[src/hdl/ctpt_pkg.sv]
`default_nettype none

package ctpt_pkg;

    // Command codes
    localparam logic [3:0] CMD_NONE         = 4'd0;
    localparam logic [3:0] CMD_SAVE_CFG     = 4'd1;
    localparam logic [3:0] CMD_UPDATE_CFG   = 4'd2;
    localparam logic [3:0] CMD_RECEIVE_PASS = 4'd3;
    localparam logic [3:0] CMD_CLEAR        = 4'd4;
    localparam logic [3:0] CMD_PUT_POINT    = 4'd5;
    localparam logic [3:0] CMD_REWIND       = 4'd6;
    localparam logic [3:0] CMD_GET_POINT    = 4'd7;
    localparam logic [3:0] CMD_MARK_END     = 4'd8;
    localparam logic [3:0] CMD_FACTORY      = 4'd9;
    localparam logic [3:0] CMD_DATA_CONNECT = 4'd10;

    typedef logic [2:0] status_t;
    typedef logic [2:0] event_t;

    // Status codes
    localparam status_t ST_NULL     = 3'd0;
    localparam status_t ST_CLEARED  = 3'd1;
    localparam status_t ST_RECEIVED = 3'd2;
    localparam status_t ST_REWOUND  = 3'd3;
    localparam status_t ST_SENT     = 3'd4;
    localparam status_t ST_END      = 3'd5;

    // Event codes
    localparam event_t EV_NONE         = 3'd0;
    localparam event_t EV_SAVE_CFG     = 3'd1;
    localparam event_t EV_UPDATE_CFG   = 3'd2;
    localparam event_t EV_RECEIVE_PASS = 3'd3;
    localparam event_t EV_FACTORY      = 3'd4;
    localparam event_t EV_DATA_CONNECT = 3'd5;

    typedef struct packed {
        logic    status_written;
        status_t status_code;
        event_t  event_code;
        logic    point_sent;
    } resp_t;

endpackage

`default_nettype wire

[src/hdl/ctpt_table_ram.sv]
`default_nettype none

module ctpt_table_ram #(
    parameter int unsigned DEPTH  = 64,
    parameter int unsigned ADDR_W = 6,
    parameter int unsigned DATA_W = 32
) (
    input  wire logic              aclk,
    input  wire logic              en,
    input  wire logic              we,
    input  wire logic [ADDR_W-1:0] addr,
    input  wire logic [DATA_W-1:0] wdata,
    output logic      [DATA_W-1:0] rdata
);

    logic [DATA_W-1:0] point_mem [DEPTH];
    logic [DATA_W-1:0] rdata_reg;

    // Single port: write or read, read data registered, valid in the next cycle and held
    always_ff @(posedge aclk) begin
        if (en) begin
            if (we) begin
                point_mem[addr] <= wdata;
            end else begin
                rdata_reg <= point_mem[addr];
            end
        end
    end

    assign rdata = rdata_reg;

endmodule

`default_nettype wire

[src/hdl/ctpt_cmd_ctrl.sv]
`default_nettype none

module ctpt_cmd_ctrl #(
    parameter int unsigned TABLE_DEPTH = 64,
    parameter int unsigned POS_W       = 7,
    parameter int unsigned ADDR_W      = 6
) (
    input  wire logic                    aclk,
    input  wire logic                    aresetn,
    input  wire logic                    cmd_fire,
    input  wire logic [3:0]              command,
    input  wire logic [15:0]             value_a,
    input  wire logic [15:0]             value_b,
    output logic                         mem_en,
    output logic                         mem_we,
    output logic      [ADDR_W-1:0]       mem_addr,
    output logic      [31:0]             mem_wdata,
    output ctpt_pkg::resp_t              resp,
    output logic      [POS_W-1:0]        end_value
);
    import ctpt_pkg::*;

    localparam logic [POS_W-1:0] DEPTH_VAL = POS_W'(TABLE_DEPTH);

    logic [POS_W-1:0] position_reg, position_next;
    logic [POS_W-1:0] end_reg, end_next;
    logic             access;
    logic             write_access;

    always_comb begin
        resp                = '0;
        resp.status_written = 1'b1;
        position_next       = position_reg;
        end_next            = end_reg;
        access              = 1'b0;
        write_access        = 1'b0;
        case (command)
            CMD_SAVE_CFG:     resp.event_code = EV_SAVE_CFG;
            CMD_UPDATE_CFG:   resp.event_code = EV_UPDATE_CFG;
            CMD_RECEIVE_PASS: resp.event_code = EV_RECEIVE_PASS;
            CMD_FACTORY:      resp.event_code = EV_FACTORY;
            CMD_DATA_CONNECT: resp.event_code = EV_DATA_CONNECT;
            CMD_CLEAR: begin
                position_next    = '0;
                end_next         = '0;
                resp.status_code = ST_CLEARED;
            end
            CMD_PUT_POINT: begin
                if (position_reg >= DEPTH_VAL) begin
                    end_next         = DEPTH_VAL;
                    resp.status_code = ST_END;
                end else begin
                    access           = 1'b1;
                    write_access     = 1'b1;
                    position_next    = position_reg + POS_W'(1);
                    resp.status_code = ST_RECEIVED;
                end
            end
            CMD_REWIND: begin
                position_next    = '0;
                resp.status_code = ST_REWOUND;
            end
            CMD_GET_POINT: begin
                if (position_reg >= end_reg || position_reg >= DEPTH_VAL) begin
                    resp.status_code = ST_END;
                end else begin
                    access           = 1'b1;
                    position_next    = position_reg + POS_W'(1);
                    resp.point_sent  = 1'b1;
                    resp.status_code = ST_SENT;
                end
            end
            CMD_MARK_END: begin
                end_next         = position_reg;
                resp.status_code = ST_END;
            end
            default: resp.status_written = 1'b0;
        endcase
    end

    // Drive the table only for an accepted transaction
    assign mem_en    = cmd_fire && access;
    assign mem_we    = write_access;
    assign mem_addr  = position_reg[ADDR_W-1:0];
    assign mem_wdata = {value_a, value_b};
    assign end_value = end_next;

    always_ff @(posedge aclk) begin
        if (!aresetn) begin
            position_reg <= '0;
            end_reg      <= '0;
        end else if (cmd_fire) begin
            position_reg <= position_next;
            end_reg      <= end_next;
        end
    end

    a_position_bound: assert property (@(posedge aclk) disable iff (!aresetn)
        position_reg <= DEPTH_VAL && end_reg <= DEPTH_VAL)
        else $error("position or end count beyond table depth");

    a_access_in_range: assert property (@(posedge aclk) disable iff (!aresetn)
        mem_en |-> position_reg < DEPTH_VAL)
        else $error("table access outside the table");

    a_clear_resets: assert property (@(posedge aclk) disable iff (!aresetn)
        cmd_fire && command == CMD_CLEAR |=> position_reg == '0 && end_reg == '0)
        else $error("clear did not reset position and end count");

endmodule

`default_nettype wire

[src/hdl/calibration_table_command_port.sv]
`default_nettype none

// Calibration table command port. Each input transaction carries one command
// and two 16-bit transfer words; each yields exactly one result transaction
// in order. The block keeps a table of TABLE_DEPTH (distance, volume) pairs in
// a single-port synchronous memory, with a shared write/read position and an
// end count in flip-flops. Commands: clear (position and end count to zero,
// table contents kept), put point (store at the position and advance, or
// report table end and set the end count to full), rewind, get point (return
// the pair at the position and advance, or report table end once the position
// reaches the end count) and mark end (end count takes the position).
// Configuration-type commands only raise an event code; no-action and unknown
// commands leave status_written low. Rate: one transaction per clock cycle
// sustained while results are taken; a stalled result side holds off new
// commands. An accepted command is captured in the read stage, which covers the
// read of the table memory, and moves to the result register whenever that is
// free. Position and end count update at acceptance, so back-to-back commands
// see each other's effects. No clearing pass is needed after reset: reads only
// reach entries written since reset.

module calibration_table_command_port #(
    parameter int unsigned TABLE_DEPTH = 64
) (
    input  wire logic                                aclk,
    input  wire logic                                aresetn,
    input  wire logic                                s_valid,
    output logic                                     s_ready,
    input  wire logic [3:0]                          s_command,
    input  wire logic [15:0]                         s_value_a,
    input  wire logic [15:0]                         s_value_b,
    output logic                                     m_valid,
    input  wire logic                                m_ready,
    output logic                                     m_status_written,
    output logic      [2:0]                          m_status_code,
    output logic      [2:0]                          m_event_code,
    output logic      [15:0]                         m_point_distance,
    output logic      [15:0]                         m_point_volume,
    output logic      [$clog2(TABLE_DEPTH+1)-1:0]    m_end_value
);
    import ctpt_pkg::*;

    localparam int unsigned POS_W  = $clog2(TABLE_DEPTH + 1);
    localparam int unsigned ADDR_W = $clog2(TABLE_DEPTH);

    logic              cmd_fire;
    logic              advance;
    logic              mem_en;
    logic              mem_we;
    logic [ADDR_W-1:0] mem_addr;
    logic [31:0]       mem_wdata;
    logic [31:0]       mem_rdata;
    resp_t             ctrl_resp;
    logic [POS_W-1:0]  ctrl_end;

    // Read stage: waits on the memory read of a get point
    logic              pend_valid_reg;
    resp_t             pend_resp_reg;
    logic [POS_W-1:0]  pend_end_reg;

    // Output register
    logic              out_valid_reg;
    logic              out_written_reg;
    status_t           out_status_reg;
    event_t            out_event_reg;
    logic [15:0]       out_dist_reg;
    logic [15:0]       out_vol_reg;
    logic [POS_W-1:0]  out_end_reg;

    // Move the read stage into the output register whenever that is free
    assign advance  = pend_valid_reg && (!out_valid_reg || m_ready);
    assign s_ready  = !pend_valid_reg || advance;
    assign cmd_fire = s_valid && s_ready;

    ctpt_cmd_ctrl #(
        .TABLE_DEPTH (TABLE_DEPTH),
        .POS_W       (POS_W),
        .ADDR_W      (ADDR_W)
    ) u_ctrl (
        .aclk      (aclk),
        .aresetn   (aresetn),
        .cmd_fire  (cmd_fire),
        .command   (s_command),
        .value_a   (s_value_a),
        .value_b   (s_value_b),
        .mem_en    (mem_en),
        .mem_we    (mem_we),
        .mem_addr  (mem_addr),
        .mem_wdata (mem_wdata),
        .resp      (ctrl_resp),
        .end_value (ctrl_end)
    );

    ctpt_table_ram #(
        .DEPTH  (TABLE_DEPTH),
        .ADDR_W (ADDR_W),
        .DATA_W (32)
    ) u_table (
        .aclk  (aclk),
        .en    (mem_en),
        .we    (mem_we),
        .addr  (mem_addr),
        .wdata (mem_wdata),
        .rdata (mem_rdata)
    );

    // Control: hold the valid flags
    always_ff @(posedge aclk) begin
        if (!aresetn) begin
            pend_valid_reg <= 1'b0;
            out_valid_reg  <= 1'b0;
        end else begin
            if (cmd_fire) begin
                pend_valid_reg <= 1'b1;
            end else if (advance) begin
                pend_valid_reg <= 1'b0;
            end
            if (advance) begin
                out_valid_reg <= 1'b1;
            end else if (m_ready) begin
                out_valid_reg <= 1'b0;
            end
        end
    end

    // Payload: capture the decoded result, then merge in the read data
    always_ff @(posedge aclk) begin
        if (cmd_fire) begin
            pend_resp_reg <= ctrl_resp;
            pend_end_reg  <= ctrl_end;
        end
        if (advance) begin
            out_written_reg <= pend_resp_reg.status_written;
            out_status_reg  <= pend_resp_reg.status_code;
            out_event_reg   <= pend_resp_reg.event_code;
            out_end_reg     <= pend_end_reg;
            if (pend_resp_reg.point_sent) begin
                out_dist_reg <= mem_rdata[31:16];
                out_vol_reg  <= mem_rdata[15:0];
            end else begin
                out_dist_reg <= '0;
                out_vol_reg  <= '0;
            end
        end
    end

    assign m_valid          = out_valid_reg;
    assign m_status_written = out_written_reg;
    assign m_status_code    = out_status_reg;
    assign m_event_code     = out_event_reg;
    assign m_point_distance = out_dist_reg;
    assign m_point_volume   = out_vol_reg;
    assign m_end_value      = out_end_reg;

    a_unwritten_quiet: assert property (@(posedge aclk) disable iff (!aresetn)
        m_valid && !m_status_written |-> m_status_code == ST_NULL && m_event_code == EV_NONE)
        else $error("status or event raised by a no-action command");

    a_point_only_sent: assert property (@(posedge aclk) disable iff (!aresetn)
        m_valid && m_status_code != ST_SENT |-> m_point_distance == '0 && m_point_volume == '0)
        else $error("point data on a result that sent no point");

    a_pend_holds: assert property (@(posedge aclk) disable iff (!aresetn)
        pend_valid_reg && !advance |=> pend_valid_reg && $stable(pend_resp_reg)
            && (!pend_resp_reg.point_sent || $stable(mem_rdata)))
        else $error("stalled read stage lost its contents");

endmodule

`default_nettype wire
[config.mk]
export PLATFORM = sky130hd
export DESIGN_NAME = calibration_table_command_port
export DESIGN_NICKNAME = d
export VERILOG_FILES = /design/src/hdl/ctpt_pkg.sv /design/src/hdl/ctpt_table_ram.sv /design/src/hdl/ctpt_cmd_ctrl.sv /design/src/hdl/calibration_table_command_port.sv
export SDC_FILE = /design/constraint.sdc
export NUM_CORES = 2
export LEC_CHECK = 0
export ABC_AREA = 1
export BUFFER_PORTS_ARGS = -buffer_cell sky130_fd_sc_hd__buf_2
export CAP_MARGIN = 10
export CORE_MARGIN = 10
export CORE_UTILIZATION = 45
export CTS_BUF_LIST = sky130_fd_sc_hd__clkbuf_4 sky130_fd_sc_hd__clkbuf_8
export DETAILED_ROUTE_END_ITERATION = 6
export GPL_ROUTABILITY_DRIVEN = 0
export RECOVER_POWER = 50
export SETUP_SLACK_MARGIN = 0.02
export SLEW_MARGIN = 20
export SYNTH_ARGS = -nofsm -noshare
export SYNTH_HDL_FRONTEND = slang
export SYNTH_SLANG_ARGS = --single-unit
[constraint.sdc]
create_clock -name aclk -period 9.37 [get_ports aclk]
set_input_delay 0.937 -clock aclk [delete_from_list [all_inputs] [get_ports aclk]]
set_output_delay 0.937 -clock aclk [all_outputs]
set_load 0.02 [all_outputs]
After elaboration in Yosys (flattened, before gate mapping)

Memory sizes are Yosys's and may differ from the RTL's. A register that Yosys moved wholly into a read port is not among the register bits.
Cells that the tools add are included.

Add/sub/neg operators: 1
Multiply operators: 0
Divide/modulo/power cells: 0
Order comparisons: 2
Eq/ne operators: 12
Shift-type cells: 0
Mux-type cells: 21
Bitwise gates (word level): 1
Reduce and logical (&&, ||, !) cells: 15

Operator list:

| cell                | number |
|---|---|
| $pmux 7 s3          | 2 |
| $pmux 3 s5          | 2 |
| $mux 7              | 3 |
| $eq 4x3->1 const B  | 4 |
| $eq 4x4->1 const B  | 3 |
| $mux 1              | 12 |
| $reduce_or 10->1    | 1 |
| $eq 4x2->1 const B  | 2 |
| $add 7x1->7 const B | 1 |
| $ge 7x7->1          | 1 |
| $ge 7x7->1 const B  | 1 |
| $eq 4x1->1 const B  | 1 |
| $ne 2x2->1 const B  | 2 |
| $reduce_and 4->1    | 1 |
| $reduce_bool 2->1   | 2 |
| $logic_and 1x1->1   | 3 |
| $logic_or 1x1->1    | 3 |
| $mux 3              | 1 |
| $reduce_bool 3->1   | 1 |
| $logic_not 1->1     | 2 |
| $pmux 1 s2          | 1 |
| $reduce_and 2->1    | 1 |
| $reduce_or 2->1     | 1 |
| $not 1->1           | 1 |

Register bits: 77
Latch bits: 0
Bits in writable memories: 2048
ROM bits: 0
Input port bits: 40
Output and inout port bits: 48
Memories kept: 1

Memories:

| name              | words | bits a word | rd ports | clocked after Yosys merged registers in | wr ports | RTL line             | source |
|---|---|---|---|---|---|---|---|
| u_table.point_mem | 64    | 32          | 1        | 1                                       | 1        | ctpt_table_ram.sv:16 | `logic [DATA_W-1:0] point_mem [DEPTH];` |

Logic depth before layout (Yosys ltp)

Depth after elaboration: 8
Mapped depth: 18
Gate-level depth less buffers: 13

By module

Synthesis repeated with hierarchy kept, for this count alone.

Cell total of the unflattened synthesis: 8833
Area total of the unflattened synthesis: 91242.5 µm²

Modules (own cells, without submodules):

| module                         | times used | cells each | area each (µm²) | seq. area each (µm²) |
|---|---|---|---|---|
| ctpt_table_ram                 | 1          | 8442       | 87448.9         | 62459.9 |
| calibration_table_command_port | 1          | 141        | 2192.1          | 1871.8 |
| ctpt_cmd_ctrl                  | 1          | 250        | 1601.5          | 280.3 |

Worst setup path before layout

Ideal clock, no wire load.

Path kind: input -> register
Start: input port m_ready
End: memory u_table.point_mem[0][0] (enable)
Setup time: 0.421 ns
Arrival time: 3.311 ns
Required time: 8.949 ns
Slack: 5.638 ns
Cell stages on the path: 7
Cell sequence: inv_1 nand3_1 nand2_1 buf_2 nor2_4 nand4_2 nor2_1

Cells in the longest elaborated chain, start to end: 7

Ends and longest elaborated chain:

| what                         | RTL line                             | source |
|---|---|---|
| start: declaration           | calibration_table_command_port.sv:32 | `input wire logic m_ready,` |
| $logic_or 1x1->1             | calibration_table_command_port.sv:70 | `assign advance = pend_valid_reg && (!out_valid_reg \|\| m_ready);` |
| $logic_and 1x1->1            | calibration_table_command_port.sv:70 |  |
| $logic_or 1x1->1             | calibration_table_command_port.sv:71 | `assign s_ready = !pend_valid_reg \|\| advance;` |
| named net s_ready            | calibration_table_command_port.sv:27 | `output logic s_ready,` |
| $logic_and 1x1->1            | calibration_table_command_port.sv:72 | `assign cmd_fire = s_valid && s_ready;` |
| $logic_and 1x1->1            | ctpt_cmd_ctrl.sv:82                  | `assign mem_en = cmd_fire && access;` |
| $mux 1                       | ctpt_table_ram.sv:21                 | `if (en) begin` |
| $mux 1 (implied by the code) | ctpt_table_ram.sv:23                 | `point_mem[addr] <= wdata;` |
| end: declaration             | ctpt_table_ram.sv:16                 |  |

The timed path passes the listed nets, and every way through them passes these cells.

Worst setup path in the final report

Start: register u_ctrl.position_reg[0]
End: register u_table.rdata_reg[16] (netlist: u_table.rdata[16]) (read register of u_table.point_mem) (data pin)

Cells in the longest elaborated chain, start to end: 6
Elaborated cells between the ends (all ways): 10
Those cells by class: order compare: 2; mux: 4; bitwise: 1; reduce/logical: 3

Ends and longest elaborated chain:

| what                                 | RTL line                                 | source |
|---|---|---|
| start: declaration                   | ctpt_cmd_ctrl.sv:25                      | `logic [POS_W-1:0] position_reg, position_next;` |
| start signal: assignment             | ctpt_cmd_ctrl.sv:93                      | `position_reg <= position_next;` |
| $ge 7x7->1, on equally long branches | ctpt_cmd_ctrl.sv:64, ctpt_cmd_ctrl.sv:49 |  |
| $logic_or 1x1->1                     | ctpt_cmd_ctrl.sv:64                      | `if (position_reg >= end_reg \|\| position_reg >= DEPTH_VAL) begin` |
| $mux 1                               | ctpt_cmd_ctrl.sv:64                      |  |
| $pmux 1 s2                           | ctpt_cmd_ctrl.sv:37                      | `case (command)` |
| $logic_and 1x1->1                    | ctpt_cmd_ctrl.sv:82                      |  |
| $reduce_and 2->1 (no line)           | --                                       |  |
| end: declaration                     | ctpt_table_ram.sv:17                     | `logic [DATA_W-1:0] rdata_reg;` |

Parallel ways exist; a longest one is shown, timed or not.
A chain may end at the register's enable or synchronous reset.

==> results.py <==
metrics = {
    "run_status": {
        "status": "finished, violations left",
        "violations": "design-rule violations, max-capacitance violations, max-slew violations",
    },
    "cts": {
        "clock_path_buffers": 4,
        "cts_tree": "built",
        "cts_buffers": 369,
        "clkTransAtPathRegs_ns": 0.06,
        "clkLatencyLatePin_ns": 1.07,
        "clockRootBuffer": "clkbuf_8",
        "hold_buffers": 0,
        "postCtsSetupBuffers": 0,
        "cts_num_sinks": 2157,
        "cts-resized-gates": 0,
        "htreeDepth": 5,
    },
    "logic_synthesis": {
        "yosys-top-cells-area": "edfxtp_1 72%, nand2_1 18%, nand4_1 3.2%, buf_2 1.6%, a21oi_1 1.5%",
        "synth.distinct_cells": 31,
        "synth_top_area_share_pct": 72.00,
        "syn_avg_cell_area_um2": 11.00,
        "ys_ff_latch": 2157,
        "synth.cell_area_um2": 89290,
        "yosysTopAreaCell": "edfxtp_1",
        "syn-num-nets": 8169,
        "syn-instance-count": 8119,
        "seq_area_frac_synth_pct": 72.36,
        "synth_warnings": 0,
    },
    "critical_path": {
        "cp.arrival_ns": 5.69,
        "cp_common_cell": "nand2_1",
        "crit_chain": "buf_12 > buf_4 > buf_4 > nand2_1 > nand2_1 > nand2_1 > nand2_1 > nand2_1 > nand2_1 > nand2_1 > nand2_1 > nor2_1 > nand2_1",
        "cp_slowest_stage_delay_ns": 0.88,
        "slowest_stage": "buf_4",
        "crit_type": "reg2reg",
        "rr_worst_depth": 13,
        "startpoint_type": "register",
        "crit_required_ns": 10.31,
        "endpoint_kind": "register",
        "cp_max_fo": 162,
    },
    "finish": {
        "largest_register_ff_count": 2048,
        "drive_gt1_share_pct": 9.430,
        "fin_util_pct": 50.53,
        "nNetsFinal": 8258,
        "synthToLayoutAreaGrowth_pct": 11.73,
    },
    "die": {
        "die_w_um": 465.4,
        "rows": 163,
        "io_pins": 88,
        "die_h_um": 465.4,
        "start_util_pct": 45.23,
        "dieArea_um2": 216600,
        "core_um2": 197400,
    },
    "pwr": {
        "p_sw_share_pct": 23.94,
        "leakage_nw": 38.38,
        "total_power_mw": 20.25,
        "combPwrFrac_pct": 6.5,
        "peakVddDrop_mv": 0.1117,
        "seqPwrFrac_pct": 52.8,
        "intPower_mw": 15.40,
        "p_switching_mw": 4.848,
        "clkPwrFrac_pct": 40.8,
        "power_density_nw_per_um2": 203.0,
    },
    "drt": {
        "avgRoutedWirePerCell_um": 24.83,
        "viasPerCell": 5.518,
        "ant_nets": 0,
        "vias": 61290,
        "dr.pass1.iters": 7,
        "routed_wl_mm": 275.8,
        "drtIter0Drc": 7998,
        "drc": 1,
    },
    "timing": {
        "fin_skew_ns": 0.08940,
        "tns_ns": 0,
        "hold_viol": 0,
        "slew-limit-headroom_pct": -210.6,
        "period_needed_ns": 4.741,
        "timing.hold.ws_ns": 0.1829,
        "post-route-period-util_pct": 50.59,
        "setup_viol": 0,
        "fmax_ghz": 0.2109,
        "tightest_slew_ns": 4.660,
        "rsz0062_at_grt": "false",
        "slew_violations": 2114,
    },
    "global_routing": {
        "grt_usage_pct": 24.64,
        "grt_pass1_vias": 57340,
        "grt_antenna_before_repair": 20,
        "grt_overflow_total": 0,
        "grt_start_max_net_pins": 218,
        "grt_pass1_wl_mm": 398.2,
    },
    "min_path": {
        "hp-class": "in2reg",
        "holdPathStages": 3,
    },
    "place": {
        "hpwl_mm": 155.4,
        "port_buffers": 87,
    },
    "flow_run": {
        "maxCapViolations": 51,
    },
}
placed cells by master, fill, tap and decap left out, types with 2 or more instances in the layout:
cell type	instances
nand2_1	4202
edfxtp_1	2141
nand4_1	451
clkbuf_8	377
a21oi_1	270
nor2_1	204
o21ai_1	133
clkbuf_4	116
inv_1	85
clkinv_1	71
nor2_4	68
clkbuf_1	61
buf_2	58
buf_4	46
clkinv_2	42
buf_12	36
dfxtp_1	13
bufinv_16	11
buf_16	11
ha_1	10
nand4_2	8
nand3_1	6
a22oi_1	6
diode_2	5
inv_8	4
nor3_4	4
clkinvlp_4	4
o21ai_0	3
nor3_1	3
dfxtp_4	3
inv_2	2
nor3b_1	2
final cells by class:
type / count / area, um2
Multi-Input combinational cell: 5377 / 22620
Clock inverter: 132 / 889.6
Timing Repair Buffer: 212 / 1888
Tap cell: 2640 / 3303
Fill cell: 17490 / 97650
Inverter: 91 / 372.9
Clock buffer: 493 / 6060
Sequential cell: 2157 / 64620
Antenna cell: 5 / 12.51
per-stage QoR:
| stage | cells | worst slack [ns] | instance area (um2) |
|---|---|---|---|
| after floorplan | 8119 | 5.638 | 89290 |
| after global placement | 10440 | 4.736 | 92110 |
| after detailed placement | 10440 | 4.716 | 92260 |
| after CTS | 11070 | 4.673 | 99210 |
| after global routing | 11100 | 4.448 | 99760 |
| final | 11110 | 4.629 | 99770 |
critical path: cells and delay by family (launching register included):
kind,cells,cell delay (ns)
buffers and inverters,3,2.29
DFF,1,0.82
and+or+nand+nor,10,1.20
cells by family after synthesis:
logic type	after synthesis	share of synthesized area, %
compound gates	416	2.358
fa+ha+maj	10	0.1401
buf+inv	585	2.915
flops	2157	72.36
simple gates	4951	22.23
cells in the mapped netlist (all sizes together):
cell type	n
nand3	7
clkinv	1
o311ai	1
a21oi	271
or2	1
clkbuf	165
and3	1
nor3b	2
nor3	7
edfxtp	2141
ha	10
nand4	459
nor2	272
o21bai	1
nand2	4202
o21ai	136
dfxtp	16
o211ai	1
a22oi	6
inv	90
buf	329
worst paths after layout:
check | startpoint | endpoint | slack, ns
setup / recovery | u_ctrl.position_reg[0] | u_table.rdata[16] | 4.63
hold / removal | aresetn | u_ctrl.position_reg[4] | 0.18
setup reg to reg | u_ctrl.position_reg[0] | u_table.rdata[16] | 4.63
hold reg to reg | pend_end_reg[5] | m_end_value[5] | 0.42
power by group through the flow:
stage	Combinational [mW]	Sequential, mW	Clock (mW)
floorplan	0.696	10.9	0
global placement	1.30	10.9	0
detailed placement	1.31	10.9	0
CTS	1.31	10.7	8.35
global route	1.41	10.7	8.81
finish	1.31	10.7	8.25
per-layer routing:
| layer | track usage, % | share of wire (%) | vias to the layer above |
|---|---|---|---|
| met5 | 0 | 0.025 | - |
| met4 | 10.35 | 4.2 | 12 |
| met3 | 5.051 | 10 | 481 |
| met2 | 37.34 | 45 | 3168 |
| met1 | 34.61 | 40 | 29800 |
| li1 | - | - | 27830 |
(Power assumes the default switching activity.)
